**src/tts_pkg.sv**
```systemverilog
// Shared types and constants for the tiled texture swizzle address generator.
package tts_pkg;

  localparam int DIM_W  = 11;
  localparam int ADDR_W = 20;
  localparam int CFG_IDX_W = 2;

  localparam logic [CFG_IDX_W-1:0] CFG_SRC_WIDTH  = 2'd0;
  localparam logic [CFG_IDX_W-1:0] CFG_SRC_HEIGHT = 2'd1;

  localparam logic [DIM_W-1:0] DIM_RESET = 11'd8;

  localparam logic [5:0] TEXEL_LAST = 6'd63;

  localparam logic [5:0] ZORDER [64] = '{
    6'd0,  6'd1,  6'd4,  6'd5,  6'd16, 6'd17, 6'd20, 6'd21,
    6'd2,  6'd3,  6'd6,  6'd7,  6'd18, 6'd19, 6'd22, 6'd23,
    6'd8,  6'd9,  6'd12, 6'd13, 6'd24, 6'd25, 6'd28, 6'd29,
    6'd10, 6'd11, 6'd14, 6'd15, 6'd26, 6'd27, 6'd30, 6'd31,
    6'd32, 6'd33, 6'd36, 6'd37, 6'd48, 6'd49, 6'd52, 6'd53,
    6'd34, 6'd35, 6'd38, 6'd39, 6'd50, 6'd51, 6'd54, 6'd55,
    6'd40, 6'd41, 6'd44, 6'd45, 6'd56, 6'd57, 6'd60, 6'd61,
    6'd42, 6'd43, 6'd46, 6'd47, 6'd58, 6'd59, 6'd62, 6'd63
  };

  typedef struct packed {
    logic [ADDR_W-1:0] dst;
    logic              src_hit;
    logic              last;
    logic [DIM_W-1:0]  lx;
    logic [DIM_W-1:0]  ly_flip;
  } texel_t;

endpackage

```
**src/tts_walk.sv**
```systemverilog
// Texel walker: tile and texel position counters and the texel register.
module tts_walk #(
  parameter int TC_W = 7
) (
  input  logic                      clk,
  input  logic                      rst_n,
  input  logic                      ld,
  input  logic                      restart,
  input  logic [tts_pkg::DIM_W-1:0] w,
  input  logic [tts_pkg::DIM_W-1:0] h,
  output tts_pkg::texel_t           texel_r
);

  localparam int LOG_W = (TC_W > 1) ? $clog2(TC_W + 1) : 1;

  function automatic logic [LOG_W-1:0] tiles_log(input logic [tts_pkg::DIM_W-1:0] d);
    logic [LOG_W-1:0] r;
    r = '0;
    for (int i = 0; i < TC_W; i++) begin
      if ({1'b0, d} > (12'd8 << i)) r = LOG_W'(i + 1);
    end
    return r;
  endfunction

  logic [TC_W-1:0]           col_r, row_r;
  logic [5:0]                k_r;

  logic [TC_W-1:0]           col_nxt, row_nxt, col, row;
  logic [5:0]                k_nxt, k, off;
  logic [tts_pkg::ADDR_W-1:0] dst;
  logic [LOG_W-1:0]          log_w, log_h;
  logic [2*TC_W-1:0]         tile_idx;
  logic [TC_W:0]             tiles_w, tiles_h;
  logic                      wrap, last_col, last_row, last;
  logic [TC_W+2:0]           lx, ly;
  tts_pkg::texel_t           texel;

  assign log_w   = tiles_log(w);
  assign log_h   = tiles_log(h);
  assign tiles_w = (TC_W+1)'(1) << log_w;
  assign tiles_h = (TC_W+1)'(1) << log_h;

  assign wrap = restart || ({1'b0, col_r} >= tiles_w) || ({1'b0, row_r} >= tiles_h);
  assign col  = wrap ? '0 : col_r;
  assign row  = wrap ? '0 : row_r;
  assign k    = wrap ? '0 : k_r;

  assign tile_idx = ((2*TC_W)'(row) << log_w) + (2*TC_W)'(col);
  assign dst      = tts_pkg::ADDR_W'({tile_idx, k});

  assign off = tts_pkg::ZORDER[k];
  assign lx  = {col, off[2:0]};
  assign ly  = {row, off[5:3]};

  assign last_col = ({1'b0, col} == tiles_w - (TC_W+1)'(1));
  assign last_row = ({1'b0, row} == tiles_h - (TC_W+1)'(1));
  assign last     = (k == tts_pkg::TEXEL_LAST) && last_col && last_row;

  always_comb begin
    texel.dst     = dst;
    texel.src_hit = (12'(lx) < {1'b0, w}) && (12'(ly) < {1'b0, h});
    texel.last    = last;
    texel.lx      = tts_pkg::DIM_W'(lx);
    texel.ly_flip = h - tts_pkg::DIM_W'(ly) - 11'd1;
  end

  always_comb begin
    k_nxt   = k + 6'd1;
    col_nxt = col;
    row_nxt = row;
    if (k == tts_pkg::TEXEL_LAST) begin
      k_nxt = '0;
      if (last_col) begin
        col_nxt = '0;
        row_nxt = last_row ? '0 : row + TC_W'(1);
      end else begin
        col_nxt = col + TC_W'(1);
      end
    end
  end

  always_ff @(posedge clk) begin
    if (!rst_n) begin
      col_r <= '0;
      row_r <= '0;
      k_r   <= '0;
    end else if (ld) begin
      col_r <= col_nxt;
      row_r <= row_nxt;
      k_r   <= k_nxt;
    end
  end

  always_ff @(posedge clk) begin
    if (ld) begin
      texel_r <= texel;
    end
  end

endmodule

```
**src/tts_addr.sv**
```systemverilog
// Source address stage: flipped row times width plus column, result register.
module tts_addr (
  input  logic                       clk,
  input  logic                       ld,
  input  tts_pkg::texel_t            texel,
  input  logic [tts_pkg::DIM_W-1:0]  w,
  output logic [tts_pkg::ADDR_W-1:0] dst_index_r,
  output logic                       src_read_r,
  output logic [tts_pkg::ADDR_W-1:0] src_index_r,
  output logic                       last_texel_r
);

  logic [2*tts_pkg::DIM_W-1:0] prod;
  logic [2*tts_pkg::DIM_W-1:0] sum;
  logic [tts_pkg::ADDR_W-1:0]  src_index_nxt;

  assign prod = texel.ly_flip * w;
  assign sum  = prod + (2*tts_pkg::DIM_W)'(texel.lx);
  assign src_index_nxt = texel.src_hit ? sum[tts_pkg::ADDR_W-1:0] : '0;

  always_ff @(posedge clk) begin
    if (ld) begin
      dst_index_r  <= texel.dst;
      src_read_r   <= texel.src_hit;
      src_index_r  <= src_index_nxt;
      last_texel_r <= texel.last;
    end
  end

endmodule

```
**src/tiled_texture_swizzle_address_gen_core.sv**
```systemverilog
// Top level of the tiled texture swizzle address generator.
//
//  channel | direction | handshake           | payload
//  in      | input     | in_valid/in_ready   | in_restart
//  out     | output    | out_valid/out_ready | out_dst_index, out_src_read,
//          |           |                     | out_src_index, out_last_texel
//  cfg     | input     | cfg_valid/cfg_ready | cfg_index, cfg_data
//
// One texel per cycle while the result is not stalled; a texel passes the
// walker register, then the result register after the source multiply.
// A stalled result holds both stages; input is taken whenever the walker
// register is empty or moves on. cfg_ready is always high.
// Reset returns the position to the first texel and the sizes to 8x8.
module tiled_texture_swizzle_address_gen_core #(
  parameter int MAX_DIM = 1024
) (
  input  logic                          clk,
  input  logic                          rst_n,
  input  logic                          in_valid,
  output logic                          in_ready,
  input  logic                          in_restart,
  output logic                          out_valid,
  input  logic                          out_ready,
  output logic [tts_pkg::ADDR_W-1:0]    out_dst_index,
  output logic                          out_src_read,
  output logic [tts_pkg::ADDR_W-1:0]    out_src_index,
  output logic                          out_last_texel,
  input  logic                          cfg_valid,
  output logic                          cfg_ready,
  input  logic [tts_pkg::CFG_IDX_W-1:0] cfg_index,
  input  logic [tts_pkg::DIM_W-1:0]     cfg_data
);

  localparam int MAX_EFF   = (MAX_DIM > 2047) ? 2047 : MAX_DIM;
  localparam int MAX_TILES = (1 << $clog2(MAX_EFF)) / 8;
  localparam int TC_W      = (MAX_TILES > 1) ? $clog2(MAX_TILES) : 1;
  localparam logic [tts_pkg::DIM_W-1:0] DIM_CLAMP = tts_pkg::DIM_W'(MAX_EFF);

  logic [tts_pkg::DIM_W-1:0] src_width_r, src_height_r, w, h;
  logic                      valid_a_r, out_valid_r;
  logic                      a_ready, b_ready, in_xfer, a_xfer;
  tts_pkg::texel_t           texel_a;

  assign cfg_ready = 1'b1;

  always_ff @(posedge clk) begin
    if (!rst_n) begin
      src_width_r  <= tts_pkg::DIM_RESET;
      src_height_r <= tts_pkg::DIM_RESET;
    end else if (cfg_valid) begin
      case (cfg_index)
        tts_pkg::CFG_SRC_WIDTH:  src_width_r  <= cfg_data;
        tts_pkg::CFG_SRC_HEIGHT: src_height_r <= cfg_data;
        default: ;
      endcase
    end
  end

  assign w = (src_width_r  > DIM_CLAMP) ? DIM_CLAMP : src_width_r;
  assign h = (src_height_r > DIM_CLAMP) ? DIM_CLAMP : src_height_r;

  assign b_ready  = !out_valid_r || out_ready;
  assign a_ready  = !valid_a_r || b_ready;
  assign in_ready = a_ready;
  assign in_xfer  = in_valid && a_ready;
  assign a_xfer   = valid_a_r && b_ready;

  always_ff @(posedge clk) begin
    if (!rst_n) begin
      valid_a_r   <= 1'b0;
      out_valid_r <= 1'b0;
    end else begin
      if (in_xfer) begin
        valid_a_r <= 1'b1;
      end else if (a_xfer) begin
        valid_a_r <= 1'b0;
      end
      if (a_xfer) begin
        out_valid_r <= 1'b1;
      end else if (out_ready) begin
        out_valid_r <= 1'b0;
      end
    end
  end

  assign out_valid = out_valid_r;

  tts_walk #(
    .TC_W (TC_W)
  ) u_walk (
    .clk     (clk),
    .rst_n   (rst_n),
    .ld      (in_xfer),
    .restart (in_restart),
    .w       (w),
    .h       (h),
    .texel_r (texel_a)
  );

  tts_addr u_addr (
    .clk          (clk),
    .ld           (a_xfer),
    .texel        (texel_a),
    .w            (w),
    .dst_index_r  (out_dst_index),
    .src_read_r   (out_src_read),
    .src_index_r  (out_src_index),
    .last_texel_r (out_last_texel)
  );

endmodule

```
**config.mk**
```make
export PLATFORM = sky130hd
export DESIGN_NAME = tiled_texture_swizzle_address_gen_core
export DESIGN_NICKNAME = d
export VERILOG_FILES = /design/src/tts_pkg.sv /design/src/tts_walk.sv /design/src/tts_addr.sv /design/src/tiled_texture_swizzle_address_gen_core.sv
export SDC_FILE = /design/constraint.sdc
export NUM_CORES = 1
export LEC_CHECK = 0
export ABC_AREA = 1
export BUFFER_PORTS_ARGS = -buffer_cell sky130_fd_sc_hd__clkbuf_2
export CORE_AREA = 3 3 278 170
export CTS_CLUSTER_SIZE = 14
export DETAILED_ROUTE_END_ITERATION = 10
export DIE_AREA = 0 0 281 173
export GPL_ROUTABILITY_DRIVEN = 0
export PLACE_DENSITY = 0.4
export SLEW_MARGIN = 20
export SYNTH_ARGS = -nofsm -noshare
export SYNTH_HDL_FRONTEND = slang
export SYNTH_SLANG_ARGS = --single-unit
```
**constraint.sdc**
```tcl
create_clock -name clk -period 5.56 [get_ports clk]
set_clock_uncertainty 0.1 [all_clocks]
set_input_delay 0.278 -clock clk [delete_from_list [all_inputs] [get_ports clk]]
set_output_delay 0.278 -clock clk [all_outputs]
set_load 0.01 [all_outputs]
```
==> results of run 1 <==
report_power, final:
group	switching, W	internal, W
sequential	0.0000594	0.00112
clock	0.000534	0.000643
combinational	0.00118	0.000972
total	0.00177	0.00274
critical path: cells and delay by family, from the launching register on:
kind	cells	cell delay, ps
AO/OA/AOI/OAI	10	1270
adder cells (fa/ha/maj)	6	2710
buffers and inverters	5	380
flip-flops	1	320
AND/OR/NAND/NOR	8	700
synth_stat cells (2+ instances only):
| cell type | count |
|---|---|
| nand2_1 | 308 |
| inv_1 | 271 |
| nor2_1 | 125 |
| ha_1 | 107 |
| fa_1 | 91 |
| a21oi_1 | 89 |
| edfxtp_1 | 82 |
| nand3_1 | 62 |
| o21ai_0 | 56 |
| dfxtp_1 | 44 |
| nand4_1 | 31 |
| xor2_1 | 21 |
| clkbuf_1 | 15 |
| nor3_1 | 12 |
| inv_2 | 11 |
| o21ai_1 | 10 |
| xnor2_1 | 10 |
| nand2_2 | 9 |
| nand3_2 | 8 |
| buf_2 | 6 |
| buf_6 | 5 |
| nor2_2 | 5 |
| o211ai_1 | 5 |
| o21bai_1 | 5 |
| clkinv_1 | 4 |
| o31ai_1 | 4 |
| a211oi_1 | 3 |
| buf_1 | 3 |
| nand3b_1 | 3 |
| nor2_4 | 3 |
| nor3_2 | 3 |
| o21ai_4 | 3 |
| a21o_1 | 2 |
| a221o_1 | 2 |
| a31oi_1 | 2 |
| buf_4 | 2 |
| nand2_4 | 2 |
| nor4_1 | 2 |
| o2111ai_1 | 2 |
| o21a_1 | 2 |
| o221ai_1 | 2 |
| or2_1 | 2 |
| or2_2 | 2 |
kinds of logic after synthesis:
family	count (synthesis)	synth area share
DFF	126	0.287
and+or+nand+nor	579	0.217
other	1	0.000322
adders and majority gates	198	0.271
buffers and inverters	317	0.107
muxes	1	0.000860
AOI/OAI and AO/OA	192	0.0937
xor gates and xnor gates	31	0.0233
layout make-up:
type | instances | area [µm²]
well taps | 589 | 737
clock inverters | 15 | 174
multi-input cells | 1003 | 7890
clock buffers | 17 | 425
repair buffers | 314 | 2320
fillers | 4702 | 28800
flip-flops and latches | 126 | 3350
inverters | 286 | 1100
state kept, by name, summed over array words and instances, names as in the netlist, 6 cells and up:
register / cells
src_height_r: 11
u_walk.texel_r: 40
u_walk.col_r: 7
u_addr.dst_index_r: 20
u_addr.src_index_r: 20
src_width_r: 11
u_walk.k_r: 6
u_walk.row_r: 7
layer usage:
layer	wire, µm	track usage	up-vias	share of wire
met2	13000	0.176	210	0.36
met1	21400	0.260	4945	0.59
li1	-	-	5243	-
met3	1810	0.0306	14	0.050
met4	195	0.0196	0	0.0054
met5	0	0	-	0
what timing repair did:
action                                  4_1_cts  5_1_grt
pin swaps                                    31       73
hold buffers                                  3        0
setup buffers                                 6       32
endpoints found under the hold margin         4        0
resized for setup                            32      173
endpoints found under the setup margin       14       27
cloned                                        0        1
final timing paths:
kind         cells after the start                    startpoint                              endpoint
max                             29   src_width_r[8]$_SDFFE_PN0P_  u_addr.src_index_r[19]$_SDFFCE_PN0P_
max reg2reg                     29   src_width_r[8]$_SDFFE_PN0P_  u_addr.src_index_r[19]$_SDFFCE_PN0P_
min                              3                   cfg_data[6]          src_height_r[6]$_SDFFE_PN0P_
min reg2reg                      0  u_walk.texel_r[34]$_DFFE_PP_      u_addr.dst_index_r[10]$_DFFE_PP_
stage by stage:
step	instances	setup TNS [ps]	total power, W	area, µm²	hold WS [ps]
6_report	2350	-414	0.00451	16000	43.2
5_1_grt	2350	-3210	0.00488	16000	46.4
4_1_cts	2318	-488	0.00433	15100	18.0
3_5_place_dp	2277	-2030	0.00308	14300	305
3_3_place_gp	2277	-1970	0.00308	14300	303
2_1_floorplan	1445	-130	0.00237	11800	300
==> metrics.md, run 1 <==
| Metric | Value |
|---|---|
| Max-slew headroom | `0.391` |
| Final WL | `36400 µm` |
| Synthesized flop and latch total | `126` |
| Syn nets | `1662` |
| Commonest non-fill, non-tap cell in the layout | `nand2_1` |
| H-tree Lvls | `4` |
| Core Rows | `60` |
| Layout cells sized above 1 | `0.310` |
| Initial Util | `0.260` |
| Most frequent cells in the layout | `274 x nand2_1, 251 x inv_1, 228 x buf_4` |
| Crit path required time | `5640 ps` |
| CTS Buf Count | `17` |
| Most frequent CP cell | `fa_1` |
| Minimum clock period after layout | `5730 ps` |
| Global-route wire length before repair | `55800 µm` |
| RSZ-0062 raised after global routing | `true` |
| Die Span X | `281 µm` |
| GR Util All Layers | `0.148` |
| CTS Buffer Depth | `2` |
| F_max | `175 MHz` |
| Largest net degree at the start of global routing | `41` |
| # setup viols final | `4` |
| Slowest cell delay on critical path | `560 ps` |
| Synth area leader | `edfxtp_1` |
| CP max FO | `6` |
| Slew Limit Fails | `0` |
| Actual slew at the worst max-slew pin | `911 ps` |
| NumNets Final | `1965` |
| Util after Layout | `0.357` |
| Worst skew pair latency | `440 ps` |
| Synth async-reset ratio | `0` |
| Max cap viols | `0` |
| Antenna violations before repair | `0` |
| CORE AREA | `44800 µm²` |
| Final worst slack | `-170 ps` |
| Routed Antenna Nets | `0` |
| Violated checks | `setup timing` |
| Slowest library cell on the worst path | `fa_1` |
| # clock sinks | `126` |
| Clock root buffer | `clkbuf_16` |
| Cell Pwr Density | `282 nW/µm²` |
| Type of the tightest min-delay check | `input port to register` |
| Post-detail-place hpwl | `29600 µm` |
| Yosys warns | `0` |
| Maximum vdd drop | `0.170 mV` |
| Post-synth EDFFs | `82` |
| Count of cell types in the netlist | `52` |
| Final Hold Viols | `0` |
| I/O Buffers | `62` |
| Wire length per cell | `15.5 µm` |
| Share of the yosys chip area belonging to registers | `0.287` |
| Clock slew at reported path FFs | `70 ps` |
| Ports | `64` |
| Number of global-route vias before repair | `9684` |
| Top cell type's share of synthesized area | `0.211` |
| Final period util | `1.03` |
| Crit. End Element | `register` |
| # diodes | `0` |
| Die area | `48600 µm²` |
| Avg Cell Area, Syn | `8.06 µm²` |
| Arrival time worst endpoint | `5810 ps` |
| DRC | `0` |
| Type of the worst setup path | `register to register` |
| Status | `complete, but fails checks` |
| Pleak | `7.68 nW` |
| Crit start category | `register` |
| Grt total ovfl | `0` |
| Post-Synthesis Cells | `1445` |
| CTS tree | `built` |
| Place WS | `-346 ps` |
| Die Span Y | `173 µm` |
| Vias/cell | `4.43` |
| 1st-iter DRT viols | `630` |
| Primary FF master, synth | `edfxtp_1` |
| Router iterations before antenna repair | `5` |
| Vias | `10412` |
| Post-synth design cell area | `11600 µm²` |
| Ranking of synthesized cells by area | `edfxtp_1 21%, fa_1 16%, ha_1 11%` |
| Reg2Reg Setup Slack | `-170 ps` |
| Synth-to-Final Area Change | `37.4%` |
Note: power is estimated with default switching activity, not from simulation.
==> run 2, diff against run 1 <==
--- a/config.mk
+++ b/config.mk
@@ -5,14 +5,14 @@
 export SDC_FILE = /design/constraint.sdc
 export NUM_CORES = 1
 export LEC_CHECK = 0
-export ABC_AREA = 1
 export BUFFER_PORTS_ARGS = -buffer_cell sky130_fd_sc_hd__clkbuf_2
-export CORE_AREA = 3 3 278 170
+export CORE_AREA = 3 3 283 174
 export CTS_CLUSTER_SIZE = 14
 export DETAILED_ROUTE_END_ITERATION = 10
-export DIE_AREA = 0 0 281 173
+export DIE_AREA = 0 0 286 177
 export GPL_ROUTABILITY_DRIVEN = 0
-export PLACE_DENSITY = 0.4
+export PLACE_DENSITY = 0.39
+export REMOVE_ABC_BUFFERS = 1
 export SLEW_MARGIN = 20
 export SYNTH_ARGS = -nofsm -noshare
 export SYNTH_HDL_FRONTEND = slang
==> run 2 against run 1 <==
  * The flow now finishes without violations
  * Setup slack better by 360 ps
  * Core utilization down 2.0 points
  * Synthesized cell count down 8.9%
  * Worst hold slack worse by 25 ps
  * Synthesized area up 3.8%
  * Final cell count down 6.6%
  * Sequential power down 5%
  * Routed wire length up 2.7%
  * Largest power group unchanged
  * Highest routed layer unchanged
==> metrics.md, run 2 <==
| Metric | Value |
|---|---|
| Type of the tightest min-delay check | `input port to register` |
| Final non-filler cell total | `2196` |
| Actual slew at the worst max-slew pin | `823 ps` |
| Clock root buffer | `clkbuf_16` |
| Status | `finished clean` |
| Grt total ovfl | `0` |
| Worst path cell trace | `buf_6, buf_8, nor2b_1, buf_4, nand2_2, fa_1, fa_1, inv_1, fa_1, inv_2, fa_2, inv_1, fa_2, ha_4, buf_4, nand3_1, nand2_1, inv_2, a31oi_4, a211o_1, a21oi_2, xnor2_1, and2_1` |
| CTS Buf Count | `17` |
| Fill cell total of the finished layout | `4869` |
| Crit start category | `register` |
| Max cap viols | `0` |
| CTS tree | `built` |
| Synth async-reset ratio | `0` |
| Wire length per cell | `17.0 µm` |
| Biggest register | `u_walk.texel_r` |
| 1st-iter DRT viols | `689` |
| DR top layer | `met4` |
| H-tree Lvls | `4` |
| Die Span X | `286 µm` |
| Vias | `9964` |
| R2r startpoint | `src_width_r[10]$_SDFFE_PN0P_` |
| Minimum clock period after layout | `5370 ps` |
| Share of the yosys chip area belonging to registers | `0.277` |
| Slowest library cell on the worst path | `fa_1` |
| F_max | `186 MHz` |
| Clock slew at reported path FFs | `70 ps` |
| Antenna violations before repair | `0` |
| Crit. End Element | `register` |
| Avg Cell Area, Syn | `9.18 µm²` |
| # diodes | `0` |
| Arrival time worst endpoint | `5450 ps` |
| CORE AREA | `46400 µm²` |
| DRC | `0` |
| Cell Pwr Density | `241 nW/µm²` |
| Layout cells sized above 1 | `0.271` |
| Placed cells | `2138` |
| Top cell type's share of synthesized area | `0.204` |
| Largest registers | `u_walk.texel_r (40), u_addr.dst_index_r (20), u_addr.src_index_r (20)` |
| Post-synth EDFFs | `82` |
| Final period util | `0.966` |
| Largest net degree at the start of global routing | `50` |
| Met1 Wirelength | `21900 µm` |
| Type of the worst setup path | `register to register` |
| Met2 WL | `13600 µm` |
| Final setup TNS | `0 ps` |
| Reg2reg path depth | `23` |
| Slowest cell delay on critical path | `550 ps` |
| Vias/cell | `4.54` |
| Hold EP | `src_height_r[3]$_SDFFE_PN1P_` |
| Core Rows | `61` |
| Synth-to-Final Area Change | `29.6%` |
| # setup viols final | `0` |
| Synthesized flop and latch total | `126` |
| Router iterations before antenna repair | `4` |
| GR Util All Layers | `0.149` |
| Ranking of synthesized cells by area | `edfxtp_1 20%, fa_1 15%, ha_1 11%` |
| Worst skew pair latency | `440 ps` |
| CTS Buffer Depth | `2` |
| Routed Antenna Nets | `0` |
| Pleak | `7.11 nW` |
| Die Span Y | `177 µm` |
| Synth area leader | `edfxtp_1` |
| Slew Limit Fails | `0` |
| Primary FF master, synth | `edfxtp_1` |
| RSZ-0062 raised after global routing | `true` |
| Global-route wire length before repair | `57400 µm` |
| Commonest non-fill, non-tap cell in the layout | `buf_4` |
| Maximum vdd drop | `0.198 mV` |
| I/O Buffers | `62` |
| Yosys warns | `0` |
| Most frequent cells in the layout | `208 x buf_4, 170 x inv_1, 142 x nand2_1` |
| Max reg flops | `40` |
| Max-slew headroom | `0.451` |
| Most frequent CP cell | `fa_1` |
| Reg2Reg Setup Slack | `190 ps` |
| NumNets Final | `1770` |
| Metal3 WL | `1580 µm` |
| CP max FO | `6` |
| Worst r2r dst | `u_addr.src_index_r[18]$_SDFFCE_PN0P_` |
| Hold_sp | `cfg_data[3]` |
| Number of global-route vias before repair | `9468` |
| Die area | `50600 µm²` |
| Post-synth design cell area | `12100 µm²` |
| # clock sinks | `126` |
| Most numerous cell in the Yosys netlist | `inv_1` |
| Final WL | `37400 µm` |
| Final Hold Viols | `0` |
| Count of cell types in the netlist | `88` |
| Post-Synthesis Cells | `1317` |
| Initial Util | `0.260` |
| WHS Path Cells | `3` |
| Most frequent cells after synthesis | `175 x inv_1, 149 x nand2_1, 107 x ha_1` |
| Ports | `64` |
| Post-detail-place hpwl | `29900 µm` |
| Crit path required time | `5650 ps` |
-- run 2: cell types whose count changed after synthesis, sizes merged, moves of 20 or more --
cell / delta
a21oi: -41
and2: +63
clkbuf: +38
inv: -107
mux2i: +32
nand2: -169
nand3: -35
nand4: -24
nor2: -71
nor2b: +45
o21ai: -23
xnor2: +20
-- run 2: layout make-up --
type	count	area (µm²)	share of cell area
tap	630	788	0.0503
clock inverter	11	130	0.00831
multi-input combinational	949	8200	0.524
inverter	175	657	0.0419
timing repair buffer	284	2060	0.132
clock buffer	21	472	0.0301
sequential	126	3350	0.214
-- run 2: how the worst max path moves through the flow --
stage	from	endpoint	cells past startpoint
finish	src_width_r[10]$_SDFFE_PN0P_	u_addr.src_index_r[18]$_SDFFCE_PN0P_	23
global route	src_height_r[1]$_SDFFE_PN0P_	u_walk.texel_r[43]$_DFFE_PP_	22
CTS	src_height_r[7]$_SDFFE_PN0P_	u_walk.texel_r[42]$_DFFE_PP_	24
detailed placement	src_width_r[4]$_SDFFE_PN0P_	u_addr.src_index_r[17]$_SDFFCE_PN0P_	24
global placement	src_height_r[0]$_SDFFE_PN0P_	u_walk.texel_r[42]$_DFFE_PP_	25
floorplan	src_width_r[10]$_SDFFE_PN0P_	u_walk.texel_r[42]$_DFFE_PP_	26
-- run 2: per-stage QoR --
step,total power [W],worst slack [ps],hold slack (ps),area [µm²],util
floorplan,0.00191,-849,240,11800,-
finish,0.00378,191,18.3,15700,0.338
CTS,0.00371,2.10,3.44,15200,0.327
global route,0.00403,-66.1,17.2,15700,0.338
global placement,0.00242,-316,305,14400,0.310
detailed placement,0.00243,-295,305,14400,0.310
-- run 2: where the power goes --
group          switching, W  internal, W
registers         0.0000362      0.00108
logic              0.000779     0.000687
clock network      0.000489     0.000705
total               0.00130      0.00247
-- run 2: worst max-delay path: cells and delay by family, from the launching register on --
| kind | cells | cell delay, ps |
|---|---|---|
| and+or+nand+nor | 5 | 440 |
| AOI/OAI and AO/OA | 3 | 540 |
| DFF | 1 | 370 |
| xor gates and xnor gates | 1 | 80 |
| adders and majority gates | 6 | 2820 |
| buffers and inverters | 8 | 770 |
-- run 2: layer usage --
layer / track usage / vias to the layer above
li1: - / 4892
met1: 0.258 / 4847
met2: 0.184 / 207
met3: 0.0232 / 18
met4: 0.0247 / 0
met5: 0 / -
-- run 2: cells by family (layout without fill, tap and decap cells) --
group                    after synthesis  in the layout  synth area share
AO/OA/AOI/OAI                        204            204             0.116
XOR/XNOR                              41             41            0.0297
adder cells (fa/ha/maj)              198            198             0.262
buffers and inverters                242            491            0.0778
flip-flops                           126            126             0.277
multiplexers                          41             41            0.0354
other                                  1              1          0.000310
AND/OR/NAND/NOR                      464            464             0.203
-- run 2: timing repair --
action,in CTS,in global routing
setup endpoints to repair,19,30
pin swaps,11,55
gates resized for setup,34,93
endpoints found under the hold margin,1,0
buffers inserted,5,21
hold buffers,1,0
